`src/hw/rtl/breakpoint_address_table_defines.svh`:
```
// assertion helpers for the breakpoint address table
`ifndef BREAKPOINT_ADDRESS_TABLE_DEFINES_SVH
`define BREAKPOINT_ADDRESS_TABLE_DEFINES_SVH

// same-cycle implication, checked outside reset
`define BAT_ASSERT(label, ante, cons) \
  label: assert property (@(posedge clk) disable iff (rst) (ante) |-> (cons)) \
    else $error("bat assertion failed");

// next-cycle implication, checked outside reset
`define BAT_ASSERT_NEXT(label, ante, cons) \
  label: assert property (@(posedge clk) disable iff (rst) (ante) |=> (cons)) \
    else $error("bat assertion failed");

`endif

```
`src/hw/rtl/bat_pkg.sv`:
```
package bat_pkg;

  localparam int SLOTS  = 8;
  localparam int FUNC_W = 2;
  localparam int ADDR_W = 16;
  localparam int SLOT_W = 8;
  localparam int USED_W = 4;
  localparam int CNT_W  = $clog2(SLOTS + 1);

  localparam logic [FUNC_W-1:0] FUNC_SET   = 2'd0;
  localparam logic [FUNC_W-1:0] FUNC_CLEAR = 2'd1;
  localparam logic [FUNC_W-1:0] FUNC_QUERY = 2'd2;

  typedef logic [FUNC_W-1:0] func_t;
  typedef logic [ADDR_W-1:0] addr_t;
  typedef logic [SLOT_W-1:0] slot_t;
  typedef logic [USED_W-1:0] used_t;
  typedef logic [CNT_W-1:0]  cnt_t;

  typedef struct packed {
    func_t func;
    addr_t address;
    slot_t slot;
  } req_t;

  typedef struct packed {
    logic  ok;
    used_t entries_used;
  } rsp_t;

endpackage

```
`src/hw/rtl/bat_table.sv`:
```
`include "breakpoint_address_table_defines.svh"

module bat_table (
  input  logic          clk,
  input  logic          rst,
  input  logic          en,
  input  bat_pkg::req_t req,
  output bat_pkg::rsp_t rsp
);

  bat_pkg::addr_t addr_slots [bat_pkg::SLOTS];
  bat_pkg::cnt_t  count;
  bat_pkg::cnt_t  count_next;

  logic [bat_pkg::SLOTS-1:0] hit_vec;
  logic hit;
  logic room;
  logic clr_ok;
  logic ok;

  always_comb begin
    for (int i = 0; i < bat_pkg::SLOTS; i++) begin
      hit_vec[i] = (bat_pkg::cnt_t'(i) < count) && (addr_slots[i] == req.address);
    end
    hit    = |hit_vec;
    room   = count < bat_pkg::cnt_t'(bat_pkg::SLOTS);
    clr_ok = (req.slot != '0) && (req.slot <= bat_pkg::slot_t'(count));
  end

  always_comb begin
    ok         = 1'b0;
    count_next = count;
    case (req.func)
      bat_pkg::FUNC_SET: begin
        ok = hit || room;
        if (!hit && room) count_next = count + bat_pkg::cnt_t'(1);
      end
      bat_pkg::FUNC_CLEAR: begin
        ok = clr_ok;
        if (clr_ok) count_next = count - bat_pkg::cnt_t'(1);
      end
      bat_pkg::FUNC_QUERY: begin
        ok = hit;
      end
      default: begin
        ok = 1'b0;
      end
    endcase
  end

  assign rsp.ok           = ok;
  assign rsp.entries_used = bat_pkg::used_t'(count_next);

  always_ff @(posedge clk) begin
    if (rst) begin
      count <= '0;
    end else if (en) begin
      count <= count_next;
    end
  end

  // append on a new set, shift down above the cleared slot
  always_ff @(posedge clk) begin
    if (en) begin
      case (req.func)
        bat_pkg::FUNC_SET: begin
          if (!hit && room) begin
            for (int i = 0; i < bat_pkg::SLOTS; i++) begin
              if (bat_pkg::cnt_t'(i) == count) addr_slots[i] <= req.address;
            end
          end
        end
        bat_pkg::FUNC_CLEAR: begin
          if (clr_ok) begin
            for (int i = 0; i < bat_pkg::SLOTS - 1; i++) begin
              if (bat_pkg::slot_t'(i + 1) >= req.slot) addr_slots[i] <= addr_slots[i + 1];
            end
          end
        end
        default: begin
        end
      endcase
    end
  end

  `BAT_ASSERT(count_in_range, 1'b1, count <= bat_pkg::cnt_t'(bat_pkg::SLOTS))
  `BAT_ASSERT_NEXT(query_keeps_count, !rst && en && req.func == bat_pkg::FUNC_QUERY, $stable(count))
  `BAT_ASSERT_NEXT(clear_drops_one, !rst && en && req.func == bat_pkg::FUNC_CLEAR && ok, count == $past(count) - bat_pkg::cnt_t'(1))

endmodule

```
`src/hw/rtl/breakpoint_address_table.sv`:
```
// Breakpoint address table: an ordered list of up to SLOTS 16-bit addresses, empty
// after reset, driven by set, clear-by-slot and query requests over valid/ready.
// One request is taken every cycle when the response side keeps up; each accepted
// request goes through the request register and then the response register. The
// rate is set by the table update, where compare against all entries, append or
// shift-down, and the count update all finish combinationally between the two
// registers. Responses come back in request order, one per request.
module breakpoint_address_table (
  input  logic          clk,
  input  logic          rst,
  input  logic          req_valid,
  output logic          req_ready,
  input  bat_pkg::req_t req,
  output logic          rsp_valid,
  input  logic          rsp_ready,
  output bat_pkg::rsp_t rsp
);

  logic          s1_valid;
  bat_pkg::req_t s1;
  bat_pkg::rsp_t res;
  logic          advance;

  assign advance   = !rsp_valid || rsp_ready;
  assign req_ready = !s1_valid || advance;

  always_ff @(posedge clk) begin
    if (rst) begin
      s1_valid <= 1'b0;
    end else if (req_ready) begin
      s1_valid <= req_valid;
    end
  end

  always_ff @(posedge clk) begin
    if (req_valid && req_ready) s1 <= req;
  end

  bat_table u_table (
    .clk (clk),
    .rst (rst),
    .en  (s1_valid && advance),
    .req (s1),
    .rsp (res)
  );

  always_ff @(posedge clk) begin
    if (rst) begin
      rsp_valid <= 1'b0;
    end else if (advance) begin
      rsp_valid <= s1_valid;
    end
  end

  always_ff @(posedge clk) begin
    if (s1_valid && advance) rsp <= res;
  end

endmodule
```
`config.mk`:
```
export PLATFORM = sky130hd
export DESIGN_NAME = breakpoint_address_table
export DESIGN_NICKNAME = d
export VERILOG_FILES = /design/src/hw/rtl/bat_pkg.sv /design/src/hw/rtl/bat_table.sv /design/src/hw/rtl/breakpoint_address_table.sv
export VERILOG_INCLUDE_DIRS = /design/src /design/src/hw/rtl
export SDC_FILE = /design/constraint.sdc
export NUM_CORES = 1
export LEC_CHECK = 0
export BUFFER_PORTS_ARGS = -buffer_cell sky130_fd_sc_hd__buf_2
export CAP_MARGIN = 20
export CELL_PAD_IN_SITES_DETAIL_PLACEMENT = 1
export CELL_PAD_IN_SITES_GLOBAL_PLACEMENT = 2
export CORE_UTILIZATION = 41
export CTS_CLUSTER_SIZE = 12
export DETAILED_ROUTE_END_ITERATION = 10
export HOLD_SLACK_MARGIN = 0.05
export PLACE_DENSITY = 0.84
export REMOVE_ABC_BUFFERS = 1
export SETUP_SLACK_MARGIN = 0.4
export SLEW_MARGIN = 20
export SYNTH_ARGS = -nofsm -noshare
export SYNTH_HDL_FRONTEND = slang
export SYNTH_SLANG_ARGS = --single-unit
```
`constraint.sdc`:
```
create_clock -name clk -period 4.5 [get_ports clk]
set_input_delay 0.45 -clock clk [delete_from_list [all_inputs] [get_ports clk]]
set_output_delay 0.45 -clock clk [all_outputs]
set_load 0.01 [all_outputs]
```
## Yosys cells after proc, flatten, opt, wreduce, memory -nomap -nowiden

Memories as Yosys holds them, arrays and structs flattened.
Index checks and enable logic that the tools add are counted.

| storage, ports and cells | value |
|---|---|
| register bits after elaboration | 37 |
| memories | 1 |
| memory bits (read-only) | 0 |
| word-level logic and storage cells | 164 |
| bits in writable memories | 128 |
| input port bits | 30 |
| latch bits | 0 |

| operators by class | value |
|---|---|
| shift-type cells | 0 |
| bitwise operators | 7 |
| divide/modulo/power cells | 0 |
| magnitude comparators | 17 |
| reduce and logical (&&, ||, !) cells | 23 |
| muxes and demuxes | 89 |
| add/sub/neg operators | 2 |
| multiply operators | 0 |
| eq/ne operators | 17 |

Memories:

| name | depth | width | rd ports | clocked after memory_dff | wr ports | line | RTL |
|---|---|---|---|---|---|---|---|
| u_table.addr_slots | 8 | 16 | 8 | 0 | 7 | bat_table.sv:11 | `bat_pkg::addr_t addr_slots [bat_pkg::SLOTS];` |

Operators with widths:

| kind | number |
|---|---|
| 16-bit equality test | 8 |
| 16-bit 2-to-1 mux | 8 |
| 1-bit 2-to-1 mux | 76 |
| 3-bit by 8-bit greater-or-equal comparator with 1-bit output (first input constant) | 4 |
| 3-bit by 4-bit equality test with 1-bit output (first input constant) | 4 |
| 2-bit by 8-bit greater-or-equal comparator with 1-bit output (first input constant) | 2 |
| 3-bit by 4-bit less-than comparator with 1-bit output (first input constant) | 4 |
| 16-bit OR reduction | 1 |
| 1-bit logical AND | 12 |
| 2-bit by 4-bit equality test with 1-bit output (first input constant) | 2 |
| 1-bit by 8-bit greater-or-equal comparator with 1-bit output (first input constant) | 1 |
| 8-bit by 4-bit less-or-equal comparator with 1-bit output | 1 |
| 1-bit by 4-bit less-than comparator with 1-bit output (first input constant) | 2 |
| 2-bit by 4-bit less-than comparator with 1-bit output (first input constant) | 2 |
| 4-bit 2-to-1 mux | 2 |
| 4-bit one-hot mux with 2 select lines | 1 |
| 8-bit nonzero test | 1 |
| 8-bit OR reduction | 1 |
| 1-bit bitwise OR | 7 |
| 4-bit by 1-bit adder with 4-bit output (second input constant) | 1 |
| 1-bit by 4-bit equality test with 1-bit output (first input constant) | 1 |
| 4-bit logical NOT | 1 |
| 4-bit less-than comparator (second input constant) | 1 |
| 4-bit by 1-bit subtractor with 4-bit output (second input constant) | 1 |
| 7 further kinds | 11 |

## Depth between registers and ports, before layout

Gate-level depths: netlist of run 1.

| logic depth | value |
|---|---|
| depth in word-level cells | 11 |
| depth in mapped cells | 12 |
| depth with buffers taken out | 10 |

## Hierarchy

Synthesis of run 1 repeated with hierarchy kept, for this count alone.

| unflattened totals | value |
|---|---|
| cell total of the unflattened synthesis | 686 |
| area, all modules | 9186.3 um^2 |

Modules (own cells, without submodules):

| module | instances | cells an instance | area an instance (um^2) |
|---|---|---|---|
| bat_table | 1 | 645 | 8151.6 |
| breakpoint_address_table | 1 | 41 | 1034.7 |

## Worst setup path before layout of run 1

No wires, ideal clock.

| path | value |
|---|---|
| path kind | register to register |
| from | register u_table.count[0] |
| to | memory u_table.addr_slots[0][80] (netlist bit), enable pin |
| stages on the path, launching flop included | 11 |
| required time | 4064 ps |
| arrival | 3732 ps |
| slack | 332 ps |
| cell sequence | dfxtp_1 inv_1 ha_1 nor2b_1 a2111oi_0 nand3_1 o22ai_1 a311o_2 or3_1 buf_2 o41ai_1 |

RTL lines:

| item | line | RTL |
|---|---|---|
| start, declared | bat_table.sv:12 | `bat_pkg::cnt_t count;` |
| start signal, assigned | bat_table.sv:58 | `count <= count_next;` |
| end, declared | bat_table.sv:11 |  |

==> summary.md, run 1 <==
| Metric | Value |
|---|---|
| Pre-antenna DRT Iters | 4 |
| Crit path kind | reg2reg |
| Sequential power share | approximately half |
| Initial antenna violation count | 0 |
| CTS hold repair buffers | 0 |
| Clock tree sinks | roughly 170 |
| Worst skew pair latency | 0.44 ns |
| Antenna diodes | 0 |
| Critical Path End Type | register |
| Setup violations, final | 0 |
| Clock Tree Root | clkbuf_16 |
| Setup bufs post-CTS | 0 |
| M2 GR Usage | 32.3% |
| Seq cells post-synth | 165 |
| Nets | 719 |
| Ys flop type | edfxtp_1 |
| CTS H-tree depth | 4 |
| Flop-to-flop setup slack | around 0.63 ns |
| Req. time, crit path | around 4.7 ns |
| First-pass GRT wire length | about 33,000 um |
| Grt peak-use layer | met2 |
| Final Hold Viols | 0 |
| PortBufs | 36 |
| Die area | 23,400 um2 |
| Routed Antenna Nets | 0 |
| Setup crit start kind | register |
| Clock Skew | approximately 0.013 ns |
| Distinct cell type count after synthesis | 57 |
| Via density | about 5.4 |
| Via Count | roughly 5,300 |
| Initial Util | 42.3% |
| Period utilisation layout | 86.0% |
| Global Route met1 Usage | about a quarter |
| Post-synth ARST share | 0% |
| Fin Setup TNS | 0 ns |
| Internal Pwr Total | 2.71 mW |
| Layout Cells excl Fill | ~970 |
| Grt met3 use | between 3 and 4% |
| Largest net degree at the start of global routing | 64 |
| Clk slew on worst S/H paths | ~0.070 ns |
| Placed cells | around 940 |
| Vias in the first global route | 5,789 |
| Proportion of layout cells with a drive suffix above 1 | roughly 29% |
| Routability cong. | between 0.8 and 0.9 |
| Reg2reg start | u_table.count[1] |
| Post-CTS sizing | 0 |
| Initial DRC Count | 332 |
| Syn_area_per_cell | about 14 um2 |
| Max IR drop VDD | approximately 0.23 mV |
| Synth warnings | 0 |
| Worst Min Path Start | req[13] |
| Comb pwr share | between 5 and 6% |
| Total track usage | 19.0% |
| Critical path arrival | 4.06 ns |
| Drt drc | 0 |
| Fmax achieved | roughly 260 MHz |
| CTS tree | built |
| Synth Instances | 668 |
| Pleak | 3.46 nW |
| R2R Path End | u_table.addr_slots[0][68] |
| Net Switching | 769 uW |
| Clk pwr share | about 44% |
| Slew of the pin with the lowest slew margin | roughly 1.1 ns |
| DPL Wire Length | 14,600 um |
| Unrepaired setup endpoints after global routing | no |
| Synthesized area | between 9000 and 10,000 um2 |
| CP Max Fanout | 63 |
| Max Cap Violations | 0 |
| Fillcell total | roughly 2,200 |
| DIE HEIGHT | around 150 um |
| Seq/Total Area, Yosys | between 50% and 60% |
| Placeable Area | around 22,000 um2 |
| Power per cell area | about 340 nW/um2 |
| Rows | 54 |
| Register-to-Register Path Depth | 10 |
| Clk buf depth | 2 |
| Die W | 153 um |
| WL/cell | 21.9 um |
| Period minus WS final | around 3.9 ns |
| IO Pins | 37 |
| Slew Viols, Final | 0 |
| CP startpoint | u_table.count[1] |
| Sw Share | 22.1% |
| Total global routing overflow | 0 |
| Total CTS buffers | 17 |
| Relative slew slack | 28.9% |
| Number of flops mapped to enable cells by yosys | about 160 |
| Status | finished, final reports clean |
| Area grow syn2layout | 8.58% |
| Hold Path Sink | s1[13] |
| Power Total | 3.48 mW |
| Hold depth | 1 |
| Hold Path Class | in2reg |
| Total Wirelength | approximately 21,000 um |
cell type report:
cell class	count	area [um2]	area share [%]
Timing Repair Buffer	46	268	2.64
Clock buffer	19	443	4.37
Inverter	8	30.0	0.296
Tap cell	280	350	3.45
Multi-Input combinational cell	442	3990	39.3
Sequential cell	165	4890	48.2
Clock inverter	13	173	1.70
cells in the final DEF (no fill, tap or decap), types with 16 or more instances in the layout:
master and n:
and2_1 49, buf_2 36, clkbuf_16 17, edfxtp_1 159, mux2_2 41, mux2_4 70
nand4_1 16, nor4_1 17, xnor2_1 57, xor2_1 74
registers in the layout (all words and copies together), names as in the netlist:
register and count:
rsp 5, rsp_valid 1, s1 26, s1_valid 1, u_table.addr_slots 128, u_table.count 4
kinds of logic after synthesis:
kind of cell / share of synthesized area [%]
adders and majority gates: 1.21
xor gates and xnor gates: 12.3
muxes: 16.5
and+or+nand+nor: 9.13
buffers and inverters: 5.18
DFF: 52.4
AOI/OAI and AO/OA: 3.27
power by group through the flow:
stage          Combinational (mW)  Sequential (mW)  Clock [mW]
2_1_floorplan               0.137             1.78           0
3_3_place_gp                0.191             1.79           0
3_5_place_dp                0.199             1.79           0
4_1_cts                     0.200             1.76        1.55
5_1_grt                     0.215             1.77        1.60
6_report                    0.198             1.76        1.52
routing by layer:
layer | share of wire [%] | up-vias
li1 | - | 2439
met1 | 44 | 2722
met2 | 51 | 95
met3 | 3.3 | 28
met4 | 2.1 | 0
met5 | 0 | -
worst max-delay path, stage by stage (launching register included):
cell and delay (ns):
dfxtp_1 0.55, inv_1 0.23, ha_1 0.33, nor2b_1 0.14, o21a_1 0.18, o211ai_1 0.32
nand4_1 0.23, nor3_2 0.43, o21bai_4 0.26, buf_4 0.57, mux2_4 0.36
metrics by stage:
stage	area, um2	util [%]	hold slack (ns)	worst slack [ns]
2_1_floorplan	8890	-	0.487	-1.25
3_3_place_gp	9520	43.1	0.501	0.868
3_5_place_dp	9520	43.1	0.517	0.801
4_1_cts	10100	45.9	0.164	0.789
5_1_grt	10100	45.9	0.162	0.406
6_report	10100	45.9	0.184	0.632
how the worst max path moves through the flow:
| stage | depth (start not counted) | slack, ns | endpoint |
|---|---|---|---|
| after floorplan | 10 | -1.25 | u_table.addr_slots[0][64] |
| after global placement | 10 | 0.87 | u_table.addr_slots[0][104] |
| after detailed placement | 10 | 0.80 | u_table.addr_slots[0][68] |
| after CTS | 10 | 0.79 | u_table.addr_slots[0][64] |
| after global routing | 10 | 0.41 | u_table.addr_slots[0][78] |
| final | 10 | 0.63 | u_table.addr_slots[0][68] |
cells in the mapped netlist (3+ instances only):
master	number	area, um2
a21oi_1	12	60.1
and2_1	50	313
buf_12	8	160
buf_2	15	75.1
buf_4	21	158
buf_6	3	33.8
clkbuf_2	4	20.0
dfxtp_1	6	120
edfxtp_1	159	4770
ha_1	9	113
inv_1	8	30.0
mux2_2	41	462
mux2_4	70	1050
nand2_1	12	45.0
nand2b_1	3	18.8
nand3_1	12	60.1
nand4_1	16	100
nor2_1	12	45.0
nor2b_1	3	18.8
nor3_1	10	50.1
nor4_1	18	113
o21ai_0	6	30.0
xnor2_1	57	499
xor2_1	74	648
(Power assumes the default switching activity.)
==> run 2: changes to the inputs <==
==> constraint.sdc (replaced) <==
create_clock -name clk -period 3.4 [get_ports clk]
set_input_delay 0.34 -clock clk [delete_from_list [all_inputs] [get_ports clk]]
set_output_delay 0.34 -clock clk [all_outputs]
set_load 0.01 [all_outputs]
==> run 2 against run 1 <==
Hold slack got worse by 0.12 ns. Clock skew rose by 0.0024 ns. Power rose by 40%. Non-clock buffer count rose by 117. Final cell count rose by 12%. Clock power rose by 40%. Count of clock-buffer cells in the layout did not move. First-iteration DRC count rose by 23%. Global-route usage rose by 3.2 points. Register-to-register slack got worse by 0.49 ns. Critical endpoint is now u_table.addr_slots[0][29].
==> summary.md, run 2 (synthesized netlist as in run 1, its figures left out) <==
| Metric | Value |
|---|---|
| Clk slew on worst S/H paths | 0.07 ns (about the same) |
| Top sig layer | met4 |
| Area grow syn2layout | 27.5% |
| WL met3 | 926 um (+33%) |
| Fin Setup TNS | 0 ns (unchanged) |
| Registers with the most flip-flops | u_table.addr_slots x128, s1 x26, rsp x5 |
| Pleak | 4.34 nW (+25%) |
| Most frequent cells in the layout | edfxtp_1, buf_4, mux2_4 |
| Period minus WS final | 3.26 ns (-0.612 ns) |
| Commonest non-fill, non-tap cell in the layout | edfxtp_1 |
| Largest register FFs | 128 (unchanged) |
| Pre-antenna DRT Iters | 5 (+1) |
| Relative slew slack | 62.6% (+34 points) |
| Comb pwr share | 9.6% (+3.9 points) |
| Met2 wire length | 14,700 um (+36%) |
| Critical Path End Type | register |
| Worst skew pair latency | 0.44 ns (about the same) |
| CTS H-tree depth | 4 (unchanged) |
| Total track usage | 22.2% (+3.2 points) |
| Largest reg by FF count | u_table.addr_slots |
| Via Count | 6,044 (+14%) |
| Net Switching | 1.14 mW (+48%) |
| Total global routing overflow | 0 (unchanged) |
| CP cell instances | buf_4, xnor2_1, nand4_1, nor4_2, a311o_2, or2_4, o21bai_4, buf_12, buf_12, buf_16, mux2_4 |
| Initial Util | 42.3% (unchanged) |
| Power Total | 4.87 mW (+40%) |
| Max IR drop VDD | 0.309 mV (+37%) |
| CTS hold repair buffers | 0 (unchanged) |
| Clock tree sinks | 165 (unchanged) |
| Fillcell total | 2,099 (-4.2%) |
| Setup violations, final | 0 (unchanged) |
| IO Pins | 37 (unchanged) |
| Fmax achieved | 307 MHz (+19%) |
| WL/cell | 25.8 um (+18%) |
| Total CTS buffers | 17 (unchanged) |
| Final WS setup | 0.143 ns (-0.488 ns) |
| Vias in the first global route | 6,491 (+12%) |
| Clock Tree Root | clkbuf_16 |
| Critical path arrival | 3.44 ns (-0.62 ns) |
| Total Wirelength | 28,100 um (+32%) |
| Setup crit start kind | register |
| Die area | 23,400 um2 (unchanged) |
| Die W | 153 um (unchanged) |
| Initial DRC Count | 408 (+23%) |
| Hold WS | 0.0685 ns (-0.115 ns) |
| Clk buf depth | 2 (unchanged) |
| Crit path kind | reg2reg |
| PortBufs | 36 (unchanged) |
| CP max-delay cell | edfxtp_1 |
| Placed Area | 9960 um2 (+4.6%) |
| Worst path buffer plus inverter count | 4 (+2) |
| Period utilisation layout | 95.8% (+9.8 points) |
| Slew of the pin with the lowest slew margin | 0.557 ns (-0.505 ns) |
| Clk pwr share | 43.6% (about the same) |
| CTS tree | built |
| Final Instance Area | 11,900 um2 (+17%) |
| Routability cong. | 0.827 (+1.2%) |
| Crit-path max cell delay | 0.56 ns (about the same) |
| First-pass GRT wire length | 38,700 um (+16%) |
| Initial antenna violation count | 0 (unchanged) |
| Slew Viols, Final | 0 (unchanged) |
| Rows | 54 (unchanged) |
| DIE HEIGHT | 153 um (unchanged) |
| Drt drc | 0 (unchanged) |
| Clock Skew | 0.0153 ns (+0.00236 ns) |
| Final Hold Viols | 0 (unchanged) |
| Nets | 837 (+16%) |
| Internal Pwr Total | 3.73 mW (+38%) |
| Status | finished, final reports clean |
| Most used cell, CP | buf_12 |
| Metal-1 WL | 11,400 um (+22%) |
| Via density | 5.54 (+2.0%) |
| Sequential power share | 46.8% (-3.9 points) |
| DPL Wire Length | 15,900 um (+8.7%) |
| Proportion of layout cells with a drive suffix above 1 | 45.7% (+17 points) |
| DP Worst Slack | -0.0879 ns (-0.889 ns) |
| Hold Path Class | in2reg |
| Top Family by Delay on Critical Path | simple AND/OR/NAND/NOR gates |
| Unrepaired setup endpoints after global routing | yes |
| Req. time, crit path | 3.59 ns (-1.10 ns) |
| Routed Antenna Nets | 0 (unchanged) |
| Power per cell area | 409 nW/um2 (+19%) |
| Largest net degree at the start of global routing | 31 (-52%) |
| CP Max Fanout | 6 (-90%) |
| Sw Share | 23.4% (+1.3 points) |
| Antenna diodes | 0 (unchanged) |
| Placeable Area | 22,100 um2 (unchanged) |
| Max Cap Violations | 0 (unchanged) |
==> run 2: cell types whose count changed in the layout (fill, tap and decap cells not counted), sizes merged <==
cell      previous run  this run
buf                 46       157
inv                 10        12
o21ai                8         9
clkinv               7         1
clkinvlp             1         4
clkbuf              19        25
bufinv               3         4
==> run 2: timing repair <==
item	4_1_cts	5_1_grt
pin swaps	11	24
endpoints found under the setup margin	260	222
cloned	3	8
buffers inserted	48	14
endpoints found under the hold margin	0	0
gates resized for setup	40	57
==> run 2: power by group through the flow <==
stage               clock network (mW)  logic, mW  registers [mW]
global route                      2.21      0.492            2.28
floorplan                            0      0.181            2.35
global placement                     0      0.310            2.35
finish                            2.13      0.468            2.28
CTS                               2.12      0.421            2.28
detailed placement                   0      0.323            2.35
==> run 2: area by class of cell <==
type / count / area (um2) / share of cell area, %
clock inverter: 13 / 196 / 1.65
multi-input combinational: 443 / 4380 / 36.8
sequential: 165 / 4900 / 41.1
clock buffer: 19 / 433 / 3.63
tap: 280 / 350 / 2.94
timing repair buffer: 163 / 1620 / 13.6
inverter: 8 / 32.5 / 0.273
==> run 2: stage by stage <==
step / utilization, % / std cells
2_1_floorplan: - / 615
3_3_place_gp: 45.1 / 986
3_5_place_dp: 45.1 / 986
4_1_cts: 51.4 / 1069
5_1_grt: 53.9 / 1091
6_report: 53.9 / 1091
==> run 2: path summary, 6_finish.rpt <==
check,cells after the start,to,start,slack [ns]
worst max-delay path,11,u_table.addr_slots[0][29],s1[8],0.14
worst min-delay path,1,s1[18],req[18],0.07
worst max register to register,11,u_table.addr_slots[0][29],s1[8],0.14
worst min register to register,2,rsp_valid,s1_valid,0.53
==> run 2: metal layers <==
metal  GRT usage [%]  vias up
met1            27.0     3136
li1                -     2686
met2            38.9      163
met5               0        -
met3            3.77       59
met4            9.09        0
